--- config.mk ---
export PLATFORM = sky130hd
export DESIGN_NAME = byte_ring_fifo_with_unput_top
export DESIGN_NICKNAME = d
export VERILOG_FILES = /design/src/hdl/brf_pkg.sv /design/src/hdl/brf_ctrl.sv /design/src/hdl/byte_ring_fifo_with_unput_top.sv
export VERILOG_INCLUDE_DIRS = /design/src /design/src/hdl
export SDC_FILE = /design/constraint.sdc
export NUM_CORES = 2
export LEC_CHECK = 0
export BUFFER_PORTS_ARGS = -buffer_cell sky130_fd_sc_hd__buf_2
export CAP_MARGIN = 20
export CORE_ASPECT_RATIO = 0.75
export CORE_UTILIZATION = 54
export CTS_BUF_LIST = sky130_fd_sc_hd__clkbuf_8 sky130_fd_sc_hd__clkbuf_16
export CTS_CLUSTER_DIAMETER = 30
export CTS_CLUSTER_SIZE = 14
export DETAILED_ROUTE_END_ITERATION = 16
export PLACE_DENSITY = 0.67
export RECOVER_POWER = 50
export SETUP_SLACK_MARGIN = 0.15
export SYNTH_ARGS = -nofsm -noshare
export SYNTH_HDL_FRONTEND = slang
export SYNTH_SLANG_ARGS = --single-unit
--- constraint.sdc ---
create_clock -name clk -period 4.76 [get_ports clk]
set_input_delay 0.714 -clock clk [delete_from_list [all_inputs] [get_ports clk]]
set_output_delay 0.714 -clock clk [all_outputs]
set_load 0.02 [all_outputs]
--- src/hdl/byte_ring_fifo_with_unput_top_defines.svh ---
// Assertion macros used by the byte ring FIFO control module.
// Each macro expects signals named clk and arst_n in the module that uses it.
`ifndef BYTE_RING_FIFO_WITH_UNPUT_TOP_DEFINES_SVH
`define BYTE_RING_FIFO_WITH_UNPUT_TOP_DEFINES_SVH

// The expression holds at every clock edge outside reset.
`define BRF_ASSERT_ALWAYS(lbl, expr, msg) \
	lbl: assert property (@(posedge clk) disable iff (!arst_n) (expr)) \
		else $error(msg);

// When the condition holds, the consequence holds in the next cycle.
`define BRF_ASSERT_NEXT(lbl, cond, cons, msg) \
	lbl: assert property (@(posedge clk) disable iff (!arst_n) (cond) |=> (cons)) \
		else $error(msg);

`endif

--- src/hdl/brf_pkg.sv ---
`timescale 1ns / 1ps
package brf_pkg;
	localparam int BYTE_W = 8;
	localparam int OP_W = 3;
	localparam int SIZE_W = 9;
	localparam int REG_SIZE = 0;

	localparam logic [OP_W-1:0] OP_PUSH = 3'd0;
	localparam logic [OP_W-1:0] OP_POP = 3'd1;
	localparam logic [OP_W-1:0] OP_UNPUT = 3'd2;
	localparam logic [OP_W-1:0] OP_CLEAR = 3'd3;
	localparam logic [OP_W-1:0] OP_SET_RD = 3'd4;
	localparam logic [OP_W-1:0] OP_SET_WR = 3'd5;

	typedef struct packed {
		logic ok;
		logic push;
		logic pop;
		logic [SIZE_W-1:0] free;
	} brf_step_t;
endpackage

--- src/hdl/brf_ctrl.sv ---
`timescale 1ns / 1ps
`include "byte_ring_fifo_with_unput_top_defines.svh"
module brf_ctrl import brf_pkg::*; #(
	parameter int DEPTH = 256
) (
	input logic clk,
	input logic arst_n,
	input logic cfg_we,
	input logic [SIZE_W-1:0] cfg_size,
	input logic accept,
	input logic [OP_W-1:0] op,
	input logic [BYTE_W-1:0] pointer_value,
	output brf_step_t step,
	output logic [$clog2(DEPTH)-1:0] wr_addr,
	output logic [$clog2(DEPTH)-1:0] rd_addr,
	output logic [SIZE_W-1:0] size
);
	localparam int AW = $clog2(DEPTH);
	localparam int WW = ((AW > SIZE_W) ? AW : SIZE_W) + 1;
	localparam int MAX_SZ = (DEPTH < 511) ? DEPTH : 511;
	localparam int RST_SZ = (DEPTH < 256) ? DEPTH : 256;
	localparam logic [SIZE_W-1:0] MAX_SIZE = SIZE_W'(MAX_SZ);
	localparam logic [SIZE_W-1:0] RESET_SIZE = SIZE_W'(RST_SZ);

	logic [SIZE_W-1:0] size_q;
	logic [SIZE_W-1:0] free_q;
	logic [AW-1:0] rp_q;
	logic [AW-1:0] wp_q;

	logic [AW-1:0] rp_d;
	logic [AW-1:0] wp_d;
	logic [SIZE_W-1:0] free_d;
	logic [SIZE_W-1:0] size_clamped;
	logic [WW-1:0] sz_w;
	logic [WW-1:0] rp_w;
	logic [WW-1:0] wp_w;
	logic [WW-1:0] pv_w;
	logic [WW-1:0] wp_inc;
	logic empty;
	logic full;
	logic ok;
	logic push;
	logic pop;

	function automatic logic [SIZE_W-1:0] recount(input logic [WW-1:0] r,
		input logic [WW-1:0] w, input logic [WW-1:0] s);
		logic [WW-1:0] diff;
		if (r <= w) begin
			diff = s - w + r;
		end else begin
			diff = r - w;
		end
		return diff[SIZE_W-1:0];
	endfunction

	assign sz_w = WW'(size_q);
	assign rp_w = WW'(rp_q);
	assign wp_w = WW'(wp_q);
	assign pv_w = WW'(pointer_value);
	assign wp_inc = wp_w + WW'(1);
	assign empty = (free_q == size_q);
	assign full = (free_q == '0);

	always_comb begin
		if (cfg_size == '0) begin
			size_clamped = SIZE_W'(1);
		end else if (cfg_size > MAX_SIZE) begin
			size_clamped = MAX_SIZE;
		end else begin
			size_clamped = cfg_size;
		end
	end

	always_comb begin
		rp_d = rp_q;
		wp_d = wp_q;
		free_d = free_q;
		ok = 1'b0;
		push = 1'b0;
		pop = 1'b0;
		case (op)
			OP_PUSH: begin
				if (!full) begin
					push = 1'b1;
					ok = 1'b1;
					wp_d = (wp_inc == sz_w) ? '0 : wp_inc[AW-1:0];
					free_d = free_q - SIZE_W'(1);
				end
			end
			OP_POP: begin
				if (!empty) begin
					pop = 1'b1;
					ok = 1'b1;
					rp_d = ((rp_w + WW'(1)) == sz_w) ? '0 : AW'(rp_w + WW'(1));
					free_d = free_q + SIZE_W'(1);
				end
			end
			OP_UNPUT: begin
				if (!empty) begin
					ok = 1'b1;
					wp_d = (wp_q != '0) ? wp_q - AW'(1) : AW'(sz_w - WW'(1));
					free_d = free_q + SIZE_W'(1);
				end
			end
			OP_CLEAR: begin
				ok = 1'b1;
				rp_d = '0;
				wp_d = '0;
				free_d = size_q;
			end
			OP_SET_RD: begin
				if (pv_w < sz_w) begin
					ok = 1'b1;
					rp_d = pv_w[AW-1:0];
					free_d = recount(pv_w, wp_w, sz_w);
				end
			end
			OP_SET_WR: begin
				if (pv_w < sz_w) begin
					ok = 1'b1;
					wp_d = pv_w[AW-1:0];
					free_d = recount(rp_w, pv_w, sz_w);
				end
			end
			default: begin
				ok = 1'b0;
			end
		endcase
	end

	always_ff @(posedge clk or negedge arst_n) begin
		if (!arst_n) begin
			size_q <= RESET_SIZE;
			free_q <= RESET_SIZE;
			rp_q <= '0;
			wp_q <= '0;
		end else if (cfg_we) begin
			size_q <= size_clamped;
			free_q <= size_clamped;
			rp_q <= '0;
			wp_q <= '0;
		end else if (accept) begin
			free_q <= free_d;
			rp_q <= rp_d;
			wp_q <= wp_d;
		end
	end

	always_comb begin
		step.ok = ok;
		step.push = accept && push;
		step.pop = pop;
		step.free = free_d;
	end

	assign wr_addr = wp_q;
	assign rd_addr = rp_q;
	assign size = size_q;

	`BRF_ASSERT_ALWAYS(a_free_bound, free_q <= size_q, "Free count exceeds ring size.")
	`BRF_ASSERT_ALWAYS(a_rp_bound, rp_w < sz_w, "Read pointer outside the ring.")
	`BRF_ASSERT_ALWAYS(a_wp_bound, wp_w < sz_w, "Write pointer outside the ring.")
	`BRF_ASSERT_NEXT(a_clear_empty, accept && !cfg_we && op == OP_CLEAR, free_q == size_q,
		"Ring not empty after a clear.")
endmodule

--- src/hdl/byte_ring_fifo_with_unput_top.sv ---
`timescale 1ns / 1ps
// Channel   | Handshake          | Words
// ----------+--------------------+--------------------------------------------
// command   | start / busy       | op, write_byte, pointer_value
// result    | done (one cycle)   | ok, read_byte, free_count
// config    | APB psel / penable | size_in_use at byte address 0
//
// A command is taken in any cycle; busy is never raised, so one word per cycle.
// Its result appears in the cycle after the command, together with the registered store read.
// The store is a single memory with one write port and one registered read port.
// Reset clears the pointers and sets the ring size to the smaller of 256 and DEPTH.
// The result side cannot stall; done is high for exactly one cycle per command.
module byte_ring_fifo_with_unput_top import brf_pkg::*; #(
	parameter int DEPTH = 256
) (
	input logic clk,
	input logic arst_n,
	input logic start,
	output logic busy,
	input logic [OP_W-1:0] op,
	input logic [BYTE_W-1:0] write_byte,
	input logic [BYTE_W-1:0] pointer_value,
	output logic done,
	output logic ok,
	output logic [BYTE_W-1:0] read_byte,
	output logic [SIZE_W-1:0] free_count,
	input logic psel,
	input logic penable,
	input logic pwrite,
	input logic [2:0] paddr,
	input logic [31:0] pwdata,
	output logic [31:0] prdata,
	output logic pready
);
	localparam int AW = $clog2(DEPTH);

	logic [BYTE_W-1:0] mem [DEPTH];
	logic [BYTE_W-1:0] rd_data_s1;
	logic ok_s1;
	logic pop_s1;
	logic [SIZE_W-1:0] free_s1;
	logic done_q;

	logic accept;
	logic cfg_we;
	logic sel_size;
	brf_step_t step;
	logic [AW-1:0] wr_addr;
	logic [AW-1:0] rd_addr;
	logic [SIZE_W-1:0] size;

	assign busy = 1'b0;
	assign pready = 1'b1;
	assign accept = start && !busy;
	assign sel_size = (paddr[2:2] == 1'(REG_SIZE));
	assign cfg_we = psel && penable && pwrite && pready && sel_size;
	assign prdata = sel_size ? 32'(size) : '0;

	brf_ctrl #(
		.DEPTH(DEPTH)
	) u_ctrl (
		.clk(clk),
		.arst_n(arst_n),
		.cfg_we(cfg_we),
		.cfg_size(pwdata[SIZE_W-1:0]),
		.accept(accept),
		.op(op),
		.pointer_value(pointer_value),
		.step(step),
		.wr_addr(wr_addr),
		.rd_addr(rd_addr),
		.size(size)
	);

	always_ff @(posedge clk) begin
		if (step.push) begin
			mem[wr_addr] <= write_byte;
		end
		rd_data_s1 <= mem[rd_addr];
	end

	always_ff @(posedge clk) begin
		ok_s1 <= step.ok;
		pop_s1 <= step.pop;
		free_s1 <= step.free;
	end

	always_ff @(posedge clk or negedge arst_n) begin
		if (!arst_n) begin
			done_q <= 1'b0;
		end else begin
			done_q <= accept;
		end
	end

	assign done = done_q;
	assign ok = ok_s1;
	assign read_byte = pop_s1 ? rd_data_s1 : '0;
	assign free_count = free_s1;
endmodule
==> impl_metrics.yaml <==
status:
  status: "complete, but fails checks"
  violations: "max-capacitance violations, max-slew violations"
placed_design:
  hpwl_um: 129000
  gp_congestion: 0.957
  dp_cells: 6406
  port_buffers: 62
worst_setup_path:
  path_delay_family: "buffers and inverters"
  critPathLaunchType: "primary input"
  critPathLaunch: "write_byte[2]"
  criticalPathCategory: "primary input to flop"
  cp.required_ns: 5.19
  crit_chain: "clkbuf_2, clkbuf_2"
  r2r_start: "u_ctrl.rd_addr[1]"
  cp_slowest_cell: "clkbuf_2"
  crit_top_cell: "clkbuf_2"
  worst-path-max-fanout: 140
  arrival_ns: 4.51
  reg2reg_slack_ns: 1.00
  end_kind: "flop"
  critPathBufInv: 2
  cpPeakStageDelay_ns: 2.13
layout:
  fin_nets: 4782
  fin_cells: 6995
  utilization: 0.648
  layout_commonest_cell: "edfxtp_1"
  layout-area-overhead-vs-synth_pct: 18.3
  final_cell_mix: "edfxtp_1 (2048), mux4_2 (640), nor2_1 (392)"
  drive_above_1_share: 0.323
cts:
  clock_path_buffers: 4
  cts_setup_buffers: 0
  holdBufCountCts: 1
  cts.sinks: 2102
  cts_tree: "done"
  post_cts_resized: 0
  clock_latency_ns: 0.93
  clk_pin_slew_worst_paths_ns: 0.05
  cts_buffers: 335
  cts_root_buf: "clkbuf_16"
  htreeDepth: 5
sta:
  clock_skew_ns: 0.0857
  max_slew_margin: -1.93
  fin_crit_sh: 0.856
  hold_violations: 0
  setup_tns_ns: 0
  fin_crit_ns: 4.07
  drv_slew: 1009
  rsz0062_at_grt: "no"
  tightestPinTransition_ns: 4.40
  setup_viol_count_final: 0
  max_freq_mhz: 245
grt:
  grt_pass1_vias: 43800
  antenna_found_initial: 5
  grt_max_degree: 197
  track_usage: 0.271
  grt_overflow: 0
  grt_pass1_wl_um: 309000
synth:
  synth_seq_cells: 2102
  synthesis.area_sq_mm: 0.0853
  syn_area_per_cell_sq_um: 20.5
  synth_cell_type_count: 84
  ys_top_cells_by_area: "edfxtp_1 (72%), mux4_2 (17%), nor2_1 (1.7%)"
  synth_warnings: 0
  ys_seq_area_frac: 0.736
  netlist.area_leader.share: 0.721
  synth_edf_count: 2048
  synth_flop_cell: "edfxtp_1"
  netlist_instances: 4154
  async_flop_share: 0.0167
  yosysTopAreaCell: "edfxtp_1"
route:
  dr_total_vias: 44100
  routed_wl_um: 214000
  drt-vias-per-instance: 6.30
  drt-initial-drc-count: 5587
  wl_per_cell_um: 30.6
  first_pass_iters: 7
  ant_nets: 0
  drc: 0
job:
  maxCapViolCount: 12
power_and_ir_drop:
  p_leak_nw: 33.1
  powerDensity_mw_per_mm2: 553
  irDropWorstVdd_uv: 444
  totalPowerFinal_mw: 55.8
min_path:
  hold_path_class: "primary input to flop"
  hold_start: "pwdata[3]"
die:
  rows: 125
  die_width_um: 461
  design.core.area_sq_mm: 0.156
  start_util: 0.547
  die_h_um: 346
  ios: 113
  die_area_sq_mm: 0.160
layer usage:
layer / up-vias / GRT usage / part of all wire
li1: 18200 / - / -
met1: 23300 / 0.418 / 0.42
met2: 2257 / 0.391 / 0.45
met3: 308 / 0.0632 / 0.10
met4: 0 / 0.0773 / 0.024
met5: - / 0 / 0
cells by family after synthesis:
logic type | after synthesis | share of synthesized area
AOI/OAI and AO/OA | 301 | 0.0251
xor gates and xnor gates | 68 | 0.00699
and+or+nand+nor | 609 | 0.0312
other | 2 | 0.0000881
muxes | 654 | 0.171
buffers and inverters | 345 | 0.0176
DFF | 2102 | 0.736
adders and majority gates | 73 | 0.0123
where the power goes:
| group | internal (mW) | total (mW) | switching, mW |
|---|---|---|---|
| sequential | 20.5 | 20.8 | 0.264 |
| combinational | 4.86 | 11.3 | 6.41 |
| clock | 15.1 | 23.7 | 8.63 |
| total | 40.5 | 55.8 | 15.3 |
area by class of cell:
cell class,count,area [sq um]
flip-flops and latches,2102,62800
fillers,10300,54900
diodes,2,5.00
clock buffers,341,8500
inverters,83,317
repair buffers,397,3020
well taps,2095,2620
multi-input cells,1730,21100
clock inverters,245,2530
worst paths after layout:
path,endpoint,depth (start not counted)
worst max-delay path,mem[164][2],2
worst min-delay path,u_ctrl.size[3],3
worst max register to register,u_ctrl.free_q[4],10
worst min register to register,u_ctrl.free_q[8],2
max in group asynchronous,u_ctrl.rd_addr[0],2
min in group asynchronous,u_ctrl.free_q[7],2
flip-flops by register name, indices dropped and copies added, names as in the netlist:
name,flops
mem,2048
free_count,9
u_ctrl.free_q,9
u_ctrl.size,9
rd_data_s1,8
u_ctrl.rd_addr,8
u_ctrl.wr_addr,8
done,1
ok,1
pop_s1,1
synthesized netlist by cell type, drive strengths merged, types with 4 or more instances:
cell type / number
fa: 18
ha: 55
o21a: 12
o21ai: 55
edfxtp: 2048
and2: 10
or3: 9
mux2i: 14
nor2: 395
o211ai: 10
o31ai: 7
nor3: 26
and3: 7
a222oi: 4
o22ai: 37
nand4: 18
a31oi: 11
nand2: 75
dfrtp: 33
a221oi: 5
nand3: 27
a211oi: 11
inv: 82
clkbuf: 126
a2111o: 33
dfxtp: 19
nor4: 11
a22oi: 8
a2111oi: 5
a21o: 8
a32oi: 5
nand2b: 4
xnor2: 57
nor2b: 8
xor2: 11
buf: 136
mux4: 640
a21oi: 56
o311ai: 5
per-stage QoR:
step / hold slack (ns) / cell area [sq um] / setup slack, ns
2_1_floorplan: 0.418 / 85300 / 1.11
3_3_place_gp: 0.664 / 90000 / 0.774
3_5_place_dp: 0.667 / 90000 / 0.746
4_1_cts: 0.0646 / 101000 / 1.10
5_1_grt: 0.101 / 101000 / 0.465
6_report: 0.121 / 101000 / 0.685
Power figures use the tool's default switching activity.
